## src/sv/sdui_pkg.sv

```systemverilog
// ---------------------------------------------------------------------------
// sdui_pkg
// Widths, codes and cell interface types for the sorted insert core.
// ---------------------------------------------------------------------------
package sdui_pkg;

  localparam int DATA_W       = 32;
  localparam int INDEX_W      = 4;
  localparam int COUNT_W      = 5;
  localparam int STATUS_W     = 3;
  localparam int CAPACITY_DEF = 16;

  localparam logic KIND_INSERT = 1'b0;
  localparam logic KIND_READ   = 1'b1;

  typedef enum logic [STATUS_W-1:0] {
    ST_INSERTED  = 3'd0,
    ST_DUPLICATE = 3'd1,
    ST_FULL      = 3'd2,
    ST_READ_OK   = 3'd3,
    ST_BEYOND    = 3'd4
  } status_t;

  // Broadcast from the top level to every cell.
  typedef struct packed {
    logic                     load;
    logic signed [DATA_W-1:0] value;
  } cell_ctl_t;

  // Compare result of one cell against the broadcast value.
  typedef struct packed {
    logic gt;
    logic eq;
  } cell_flag_t;

endpackage

```

## src/sv/sdui_req_if.sv

```systemverilog
// ---------------------------------------------------------------------------
// sdui_req_if
// Request channel: insert or read item with valid/ready handshake.
// ---------------------------------------------------------------------------
interface sdui_req_if import sdui_pkg::*; ();
  logic                      valid;
  logic                      ready;
  logic                      kind;
  logic signed [DATA_W-1:0]  new_value;
  logic        [INDEX_W-1:0] read_index;

  modport source (output valid, output kind, output new_value, output read_index,
                  input ready);
  modport sink   (input valid, input kind, input new_value, input read_index,
                  output ready);
endinterface

```

## src/sv/sdui_rsp_if.sv

```systemverilog
// ---------------------------------------------------------------------------
// sdui_rsp_if
// Response channel: status, position, data and count with valid/ready.
// ---------------------------------------------------------------------------
interface sdui_rsp_if import sdui_pkg::*; ();
  logic                       valid;
  logic                       ready;
  logic        [STATUS_W-1:0] status;
  logic        [INDEX_W-1:0]  position;
  logic signed [DATA_W-1:0]   entry_data;
  logic        [COUNT_W-1:0]  entry_count;

  modport source (output valid, output status, output position, output entry_data,
                  output entry_count, input ready);
  modport sink   (input valid, input status, input position, input entry_data,
                  input entry_count, output ready);
endinterface

```

## src/sv/sdui_cell.sv

```systemverilog
// ---------------------------------------------------------------------------
// sdui_cell
// One table slot: compares against the broadcast value and shifts on insert.
// ---------------------------------------------------------------------------
module sdui_cell import sdui_pkg::*; (
  input  logic                     clk,
  input  cell_ctl_t                ctl,
  input  logic                     occupied,
  input  logic signed [DATA_W-1:0] left_entry,
  input  logic                     left_gt,
  output logic signed [DATA_W-1:0] entry,
  output cell_flag_t               flag
);

  assign flag.gt = occupied && (entry > ctl.value);
  assign flag.eq = occupied && (entry == ctl.value);

  // Keep greater entries; the first slot past them takes the new value,
  // every later slot takes its left neighbor.
  always_ff @(posedge clk) begin
    if (ctl.load && !flag.gt) begin
      entry <= left_gt ? ctl.value : left_entry;
    end
  end

endmodule

```

## src/sv/sorted_descending_unique_insert_core.sv

```systemverilog
// ---------------------------------------------------------------------------
// sorted_descending_unique_insert_core
// Strictly descending table of signed values kept in a row of shift cells.
//
//   channel  dir  handshake      payload
//   req      in   valid/ready    kind, new_value, read_index
//   rsp      out  valid/ready    status, position, entry_data, entry_count
//
// An accepted beat is held in the item register until the step fires; then all
// cells compare and shift and the response register loads at the same edge.
// Sustained rate is one item per cycle while rsp is not stalled; a beat passes
// through the item register and then the response register, which sets rsp.valid.
// A stalled rsp holds the item register, which then holds req.ready low.
// Reset clears the count and handshake state; the table needs no clearing.
// ---------------------------------------------------------------------------
module sorted_descending_unique_insert_core import sdui_pkg::*; #(
  parameter int CAPACITY = CAPACITY_DEF
) (
  input logic      clk,
  input logic      rst,
  sdui_req_if.sink   req,
  sdui_rsp_if.source rsp
);

  localparam int CNT_W  = $clog2(CAPACITY + 1);
  localparam int IDX_W  = $clog2(CAPACITY);
  localparam int READ_N = (CAPACITY < (1 << INDEX_W)) ? CAPACITY : (1 << INDEX_W);
  localparam int CMP_W  = (CNT_W > INDEX_W) ? CNT_W : INDEX_W;

  logic                      busy;
  logic                      item_kind;
  logic signed [DATA_W-1:0]  item_value;
  logic        [INDEX_W-1:0] item_index;
  logic        [CNT_W-1:0]   count;
  logic        [CNT_W-1:0]   count_next;

  logic                      step;
  logic                      full;
  logic                      any_eq;
  logic                      ins_go;
  logic                      read_ok;
  logic        [IDX_W-1:0]   ins_pos;
  logic signed [DATA_W-1:0]  read_data;
  cell_ctl_t                 ctl;

  logic signed [DATA_W-1:0]  entries  [CAPACITY];
  cell_flag_t                flags    [CAPACITY];
  logic        [CAPACITY-1:0] left_gt;
  logic        [CAPACITY-1:0] at_point;
  logic        [CAPACITY-1:0] eq_vec;

  assign step      = busy && (!rsp.valid || rsp.ready);
  assign req.ready = !busy || step;

  assign full = (count == CNT_W'(CAPACITY));

  assign ctl.value = item_value;
  assign ctl.load  = ins_go;

  genvar g;
  generate
    for (g = 0; g < CAPACITY; g++) begin : g_cell
      if (g == 0) begin : g_head
        assign left_gt[g] = 1'b1;
        sdui_cell u_cell (
          .clk        (clk),
          .ctl        (ctl),
          .occupied   (CNT_W'(g) < count),
          .left_entry ('0),
          .left_gt    (left_gt[g]),
          .entry      (entries[g]),
          .flag       (flags[g])
        );
      end else begin : g_body
        assign left_gt[g] = flags[g-1].gt;
        sdui_cell u_cell (
          .clk        (clk),
          .ctl        (ctl),
          .occupied   (CNT_W'(g) < count),
          .left_entry (entries[g-1]),
          .left_gt    (left_gt[g]),
          .entry      (entries[g]),
          .flag       (flags[g])
        );
      end
      assign at_point[g] = left_gt[g] && !flags[g].gt;
      assign eq_vec[g]   = flags[g].eq;
    end
  endgenerate

  assign any_eq = |eq_vec;
  assign ins_go = step && (item_kind == KIND_INSERT) && !any_eq && !full;

  // Greater entries form a prefix, so at most one slot marks the insert point
  // (none when every slot holds a greater entry); an equal entry sits at that same slot.
  always_comb begin
    ins_pos = '0;
    for (int i = 0; i < CAPACITY; i++) begin
      ins_pos = ins_pos | (at_point[i] ? IDX_W'(i) : '0);
    end
  end

  always_comb begin
    read_data = '0;
    for (int i = 0; i < READ_N; i++) begin
      if (item_index == INDEX_W'(i)) begin
        read_data = entries[i];
      end
    end
  end

  assign read_ok    = (CMP_W'(item_index) < CMP_W'(count));
  assign count_next = ins_go ? count + CNT_W'(1) : count;

  always_ff @(posedge clk) begin
    if (rst) begin
      busy      <= 1'b0;
      count     <= '0;
      rsp.valid <= 1'b0;
    end else begin
      count <= count_next;
      if (req.valid && req.ready) begin
        busy <= 1'b1;
      end else if (step) begin
        busy <= 1'b0;
      end
      if (step) begin
        rsp.valid <= 1'b1;
      end else if (rsp.ready) begin
        rsp.valid <= 1'b0;
      end
    end
  end

  // Payload registers
  always_ff @(posedge clk) begin
    if (req.valid && req.ready) begin
      item_kind  <= req.kind;
      item_value <= req.new_value;
      item_index <= req.read_index;
    end
    if (step) begin
      rsp.entry_count <= COUNT_W'(count_next);
      if (item_kind == KIND_READ) begin
        rsp.position <= item_index;
        if (read_ok) begin
          rsp.status     <= ST_READ_OK;
          rsp.entry_data <= read_data;
        end else begin
          rsp.status     <= ST_BEYOND;
          rsp.entry_data <= '0;
        end
      end else begin
        rsp.entry_data <= item_value;
        if (any_eq) begin
          rsp.status   <= ST_DUPLICATE;
          rsp.position <= INDEX_W'(ins_pos);
        end else if (full) begin
          rsp.status   <= ST_FULL;
          rsp.position <= '0;
        end else begin
          rsp.status   <= ST_INSERTED;
          rsp.position <= INDEX_W'(ins_pos);
        end
      end
    end
  end

endmodule

```

## src/flat_wrapper.sv

```systemverilog
// flat-port wrapper written by rule: the top's interface ports become plain ports
module sorted_descending_unique_insert_core_flat import sdui_pkg::*;
#(
  parameter int CAPACITY = CAPACITY_DEF
)
  (clk, rst, req_valid, req_kind, req_new_value, req_read_index, req_ready, rsp_valid, rsp_status, rsp_position, rsp_entry_data, rsp_entry_count, rsp_ready);
  sdui_req_if req_i ();
  sdui_rsp_if rsp_i ();
  input logic clk;
  input logic rst;
  input wire logic [$bits(req_i.valid)-1:0] req_valid;
  input wire logic [$bits(req_i.kind)-1:0] req_kind;
  input wire logic [$bits(req_i.new_value)-1:0] req_new_value;
  input wire logic [$bits(req_i.read_index)-1:0] req_read_index;
  output wire logic [$bits(req_i.ready)-1:0] req_ready;
  output wire logic [$bits(rsp_i.valid)-1:0] rsp_valid;
  output wire logic [$bits(rsp_i.status)-1:0] rsp_status;
  output wire logic [$bits(rsp_i.position)-1:0] rsp_position;
  output wire logic [$bits(rsp_i.entry_data)-1:0] rsp_entry_data;
  output wire logic [$bits(rsp_i.entry_count)-1:0] rsp_entry_count;
  input wire logic [$bits(rsp_i.ready)-1:0] rsp_ready;
  assign req_i.valid = req_valid;
  assign req_i.kind = req_kind;
  assign req_i.new_value = req_new_value;
  assign req_i.read_index = req_read_index;
  assign req_ready = req_i.ready;
  assign rsp_valid = rsp_i.valid;
  assign rsp_status = rsp_i.status;
  assign rsp_position = rsp_i.position;
  assign rsp_entry_data = rsp_i.entry_data;
  assign rsp_entry_count = rsp_i.entry_count;
  assign rsp_i.ready = rsp_ready;
  sorted_descending_unique_insert_core #(.CAPACITY(CAPACITY)) u_core (.clk(clk), .rst(rst), .req(req_i), .rsp(rsp_i));
endmodule
```

## config.mk

```make
export PLATFORM = sky130hd
export DESIGN_NAME = sorted_descending_unique_insert_core_flat
export DESIGN_NICKNAME = d
export VERILOG_FILES = /design/src/sv/sdui_pkg.sv /design/src/sv/sdui_req_if.sv /design/src/sv/sdui_rsp_if.sv /design/src/sv/sdui_cell.sv /design/src/sv/sorted_descending_unique_insert_core.sv /design/src/flat_wrapper.sv
export SDC_FILE = /design/constraint.sdc
export NUM_CORES = 2
export LEC_CHECK = 0
export BUFFER_PORTS_ARGS = -buffer_cell sky130_fd_sc_hd__buf_2
export CAP_MARGIN = 5
export CORE_ASPECT_RATIO = 0.9
export CORE_MARGIN = 2
export CORE_UTILIZATION = 30
export CTS_BUF_LIST = sky130_fd_sc_hd__clkbuf_4 sky130_fd_sc_hd__clkbuf_8
export CTS_CLUSTER_SIZE = 30
export DETAILED_ROUTE_END_ITERATION = 12
export MAX_ROUTING_LAYER = met4
export PLACE_DENSITY = 0.55
export SYNTH_ARGS = -nofsm -noshare
export SYNTH_HDL_FRONTEND = slang
export SYNTH_SLANG_ARGS = --single-unit
export TNS_END_PERCENT = 10
```

## constraint.sdc

```tcl
create_clock -name clk -period 13.3 [get_ports clk]
set_input_delay 1.33 -clock clk [delete_from_list [all_inputs] [get_ports clk]]
set_output_delay 1.33 -clock clk [all_outputs]
set_load 0.1 [all_outputs]
```

## After elaboration in Yosys (flattened, before gate mapping)

Cells that the tools add are included.
Widths: inputs -> output; s select.

- Flip-flop bits (word level): 600
- Bits in latches: 0
- Memories: 0
- Input bits: 41
- Output and inout bits: 46
- Bits in read-only memories: 0
- Bits in writable memories: 0
- Word-level logic and storage cells: 261

- Reductions and logical operators: 94
- $lt $le $gt $ge: 33
- Shift-type cells: 0
- $add $sub $neg: 1
- Div/mod/pow operators: 0
- Bitwise gates (word level): 15
- Equality and inequality tests: 32
- Multiplexer cells: 60
- $mul: 0

Operator list:

| operator | count |
|---|---|
| $mux 32 | 33 |
| $eq 32x32->1 | 16 |
| $gt 32x32->1 | 16 |
| $logic_and 1x1->1 | 68 |
| $or 4x4->4 | 14 |
| $mux 4 | 11 |
| $lt 4x5->1 const A | 8 |
| $eq 4x4->1 const B | 8 |
| $mux 3 | 7 |
| $logic_not 1->1 | 20 |
| $lt 3x5->1 const A | 4 |
| $eq 4x3->1 const B | 4 |
| $reduce_or 16->1 | 1 |
| $lt 1x5->1 const A | 2 |
| $lt 2x5->1 const A | 2 |
| $eq 4x2->1 const B | 2 |
| $mux 2 | 3 |
| $add 5x1->5 const B | 1 |
| $eq 5x5->1 const B | 1 |
| $lt 4x5->1 | 1 |
| $mux 1 | 5 |
| $mux 5 | 1 |
| $eq 4x1->1 const B | 1 |
| $logic_not 4->1 | 1 |
| 3 further kinds | 5 |

## Longest topological paths before layout

- Word-level depth: 22
- Mapped depth: 14
- Depth with buffers taken out: 11

## By module

Synthesis repeated with hierarchy kept, for this count alone.

- Cells, all modules: 4082
- Area, all modules: 43805.8 um2

Modules (own cells, without submodules):

| module | cells each | area an instance (um2) | times used |
|---|---|---|---|
| sdui_cell | 188 | 2180.8 | 16 |
| sorted_descending_unique_insert_core | 1074 | 8912.3 | 1 |

## Worst setup path before layout

No wires, ideal clock.

- Path type: input to register
- Start: in rsp_ready
- End: reg u_core.g_cell[12].g_body.u_cell.entry[0], enable pin
- Data arrival time: 5.600 ns
- Data required time: 12.879 ns
- Stages: 7
- Slack: 7.279 ns
- Cell sequence: nor2b_1 > nor2b_1 > nor2b_1 > nand4_1 > buf_2 > buf_1 > nor2_1

- Word-level cells in the longest chain between the ends: 6

Ends and longest elaborated chain:

| element | RTL line | source |
|---|---|---|
| start, declared | flat_wrapper.sv:21 | `input wire logic [$bits(rsp_i.ready)-1:0] rsp_ready;` |
| $logic_or 1x1->1 | sorted_descending_unique_insert_core.sv:52 | `assign step = busy && (!rsp.valid \|\| rsp.ready);` |
| $logic_and 1x1->1 | sorted_descending_unique_insert_core.sv:52 |  |
| named net u_core.step | sorted_descending_unique_insert_core.sv:37 | `logic step;` |
| $logic_and 1x1->1 (3 in a row) | sorted_descending_unique_insert_core.sv:92 | `assign ins_go = step && (item_kind == KIND_INSERT) && !any_eq && !full;` |
| $logic_and 1x1->1 | sdui_cell.sv:21 | `if (ctl.load && !flag.gt) begin` |
| end signal, assigned | sdui_cell.sv:22 | `entry <= left_gt ? ctl.value : left_entry;` |
| end, declared | sdui_cell.sv:11 | `output logic signed [DATA_W-1:0] entry,` |

The timed path passes the listed nets, and every way through them passes these cells.
A chain may end at the register's enable or synchronous reset.

## Worst setup path in the final report

- Start: reg u_core.item_value[31]
- End: reg u_core.g_cell[2].g_body.u_cell.entry[9], enable pin

- Word-level cells in the longest chain between the ends: 7

Ends and longest elaborated chain:

| element | RTL line | source |
|---|---|---|
| start, declared | sorted_descending_unique_insert_core.sv:32 | `logic signed [DATA_W-1:0] item_value;` |
| start signal, assigned | sorted_descending_unique_insert_core.sv:139 | `item_value <= req.new_value;` |
| parallel branches: the longest is 6 deep, another holds $gt 32x32->1 | -- |  |
| $logic_and 1x1->1 * | sdui_cell.sv:21 |  |
| end signal, assigned | sdui_cell.sv:22 |  |
| end, declared | sdui_cell.sv:11 |  |

Mark *: on every way between the ends.

==> flow_summary.ini <==
[clock_tree]
cts_buffers = 113
tritoncts = yes
cts_setup_buffers = 0
cts_hold_buf = 0
cts_max_level = 3
clock_path_buffers = 3
cts_resized = 0
path_clk_slew_ps = 60
root_buffer = clkbuf_8
cts.sinks = 600
clock_latency_ps = 840

[synthesis]
syn_inst = 3524
ys.flop_type = edfxtp_1
netlist_area_um2 = 39300
synth_edf_count = 593
syn-mean-instance-area_um2 = 11.2
ys_ff_latch = 600
async_flop_share_pct = 0
synth_top_family_by_area = adder cells
synth_mux_area_share_pct = 9.28
synth_seq_area_share_pct = 45.7
yosysWarnings = 0
synth_cell_types = 83
synth_simple_gate_area_share_pct = 11.1
synth-xor-area-share_pct = 0.131
synth-compound-area-share_pct = 15.2
synthesis.nets = 4082
synthAdderAreaFrac_pct = 16.5

[pwr]
seq_power_share_pct = 46.9
ir_drop_uv = 61.8
power_density_nw_per_um2 = 106
p_int_uw = 3340
clockPowerShare_pct = 39.5
p_comb_share_pct = 13.6
power_switching_uw = 1380
netSwitchingFraction_pct = 29.2
p_total_uw = 4720
p_leak_uw = 0.0168

[timing]
finalSetupViolations = 0
clock_skew_ps = 38.6
post-route-min-period_ps = 5890
drv_slew = 0
relSlewSlack_pct = 7.19
max_freq_mhz = 170
rsz0062_at_grt = false
worstMarginPinSlew_ps = 1360
fin_setup_tns_ps = 0
fin_crit_sh_pct = 44.3
finalHoldViolations = 0

[hold_path]
hp-class = flop to flop
hp-start = u_core.busy$_SDFFE_PP0P_
holdPathStages = 2
hold_end = u_core.rsp.valid$_SDFFE_PP0P_

[cells_and_area]
fin_nets = 4217
drive_above_1_share_pct = 18.1
final_cells = 5470
syn2layout_area_growth_pct = 13.0
fin_util_pct = 34.3

[status]
status = completed

[floorplanning]
dieWidth_um = 386
initial_core_util_pct = 30.4
ioPinCount = 87
die-area_um2 = 134000
rows = 125
fp.dieH_um = 347
core_area_um2 = 129000

[worst_setup_path]
crit_path_max_incr_delay_ps = 940
cpMaxStageDelayCell = nor2_4
cp_max_fo = 32
endpoint_kind = flop
cp_data_arrival_time_ps = 6310
start_kind = flop
crit_type = flop to flop
reg2reg_slack_ps = 7410
r2r_cells = 11
required_ps = 13720
worst_path_most_repeated_cell = nand4_1
worstReg2RegStart = u_core.item_value[31]$_DFFE_PP_
cp_cell_sequence = inv_1 > buf_4 > ha_1 > nand4_1 > nor3_1 > nand4_1 > a21boi_0 > nor4_1 > nand4_1 > buf_4 > nor2_4
r2r-end = u_core.g_cell[2].g_body.u_cell.entry[9]$_DFFE_PP_

[global_routing]
grtUsageTotal_pct = 21.7
grt_max_degree = 65
grt_pass1_wl_um = 207000
antenna_found_initial = 7
grt_pass1_vias = 29900
overflow = 0

[placed_design]
dp.cells = 5258
numPortBuffers = 86
hpwlAfterDp_um = 109000
gp_congestion = 0.976

[detailed_routing]
viasPerCell = 5.67
drt_pass1_iterations = 6
drc = 0
dr_total_vias = 31000
finalWirelength_um = 144000
drt-initial-drc-count = 3347
ant_nets = 0
wire_per_inst_um = 26.3

[flow_run]
cap_viol_max_count = 0
per-layer routing:
| metal | share of wire [%] | GRT usage (%) | up-vias |
|---|---|---|---|
| li1 | - | - | 14200 |
| met1 | 47 | 31.6 | 15400 |
| met2 | 41 | 30.1 | 1266 |
| met3 | 8.4 | 4.36 | 208 |
| met4 | 3.2 | 6.34 | 0 |
| met5 | 0 | - | - |
registers in the layout, indices dropped and copies added (netlist names):
register and count:
u_core.g_cell.g_body.u_cell.entry 480, u_core.g_cell.g_head.u_cell.entry 32, u_core.item_value 32, u_core.rsp.entry_data 32
u_core.count 5, u_core.rsp.entry_count 5, u_core.item_index 4, u_core.rsp.position 4
u_core.rsp.status 3, u_core.busy 1, u_core.item_kind 1, u_core.rsp.valid 1
critical path: cells and delay by family (launching register included):
family,cells,cell delay (ps)
and+or+nand+nor,6,3130
AOI/OAI and AO/OA,1,170
adders and majority gates,1,390
DFF,1,760
buffers and inverters,3,990
how the worst max path moves through the flow:
stage	slack, ps	end	start
floorplan	7280	u_core.g_cell[12].g_body.u_cell.entry[0]$_DFFE_PP_	rsp_ready
global placement	7720	u_core.g_cell[2].g_body.u_cell.entry[23]$_DFFE_PP_	u_core.item_value[31]$_DFFE_PP_
detailed placement	7560	u_core.g_cell[2].g_body.u_cell.entry[23]$_DFFE_PP_	u_core.item_value[31]$_DFFE_PP_
CTS	7500	u_core.g_cell[2].g_body.u_cell.entry[9]$_DFFE_PP_	u_core.item_value[31]$_DFFE_PP_
global route	7160	u_core.g_cell[2].g_body.u_cell.entry[9]$_DFFE_PP_	u_core.item_value[31]$_DFFE_PP_
finish	7410	u_core.g_cell[2].g_body.u_cell.entry[9]$_DFFE_PP_	u_core.item_value[31]$_DFFE_PP_
layout make-up:
class                           instances  area (µm²)
Multi-Input combinational cell       2705       20800
Inverter                               71         267
Clock buffer                          154        1930
Fill cell                           13000       85100
Sequential cell                       600       17900
Tap cell                             1714        2140
Timing Repair Buffer                  168        1050
Antenna cell                            5        12.5
Clock inverter                         53         324
Yosys cell counts (9+ instances only):
cell      count  share of area, %
nand2_1     413               3.9
a31oi_1      28              0.45
buf_2        26              0.33
nor2_1      123               1.2
clkinv_1     11              0.11
and4_1       11              0.25
a21boi_0      9              0.17
nor4_1       25              0.40
a221oi_1     33              0.74
a21oi_1     213               2.7
a21o_1       47              0.90
a22oi_1      76               1.5
buf_1        10             0.095
o21ai_0     376               4.8
nor3_1       30              0.38
mux2i_1      12              0.31
nand4_1     133               2.1
nor2b_1      37              0.59
o221ai_1     33              0.74
clkbuf_1    110               1.1
ha_1        517                16
nand2b_1     23              0.37
mux4_2       32               1.8
o211ai_1     27              0.52
nand3_1      80               1.0
o21a_1       13              0.25
inv_1        60              0.57
mux2_2      247               7.1
a211oi_1     31              0.59
edfxtp_1    593                45
cell usage in the layout (no fill, tap or decap), drive strengths merged, types with 125 or more instances in the layout:
master / count
a21oi: 214
buf: 168
clkbuf: 154
edfxtp: 593
ha: 517
mux2: 248
nand2: 413
nand4: 133
nor2: 125
o21ai: 378
through the flow:
step           instance area [µm²]  worst slack, ps  hold slack [ps]
6_report                     44400             7410              492
5_1_grt                      44400             7160              565
4_1_cts                      44400             7500              487
3_5_place_dp                 42200             7560              502
3_3_place_gp                 42200             7720              505
2_1_floorplan                39300             7280              424
logic make-up (layout without fill, tap and decap cells):
| logic type | count (synthesis) | after routing |
|---|---|---|
| AO/OA/AOI/OAI | 971 | 971 |
| AND/OR/NAND/NOR | 919 | 919 |
| flip-flops | 600 | 600 |
| adder cells (fa/ha/maj) | 517 | 517 |
| multiplexers | 293 | 293 |
| buffers and inverters | 219 | 446 |
| XOR/XNOR | 5 | 5 |
| other | 0 | 5 |
power groups by stage:
| stage | registers [µW] | logic [µW] | clock network, µW |
|---|---|---|---|
| floorplan | 2270 | 354 | 0 |
| global placement | 2250 | 624 | 0 |
| detailed placement | 2250 | 632 | 0 |
| CTS | 2210 | 635 | 1910 |
| global route | 2220 | 702 | 1980 |
| finish | 2220 | 640 | 1870 |
No activity file was read; power rests on OpenSTA's default activity.
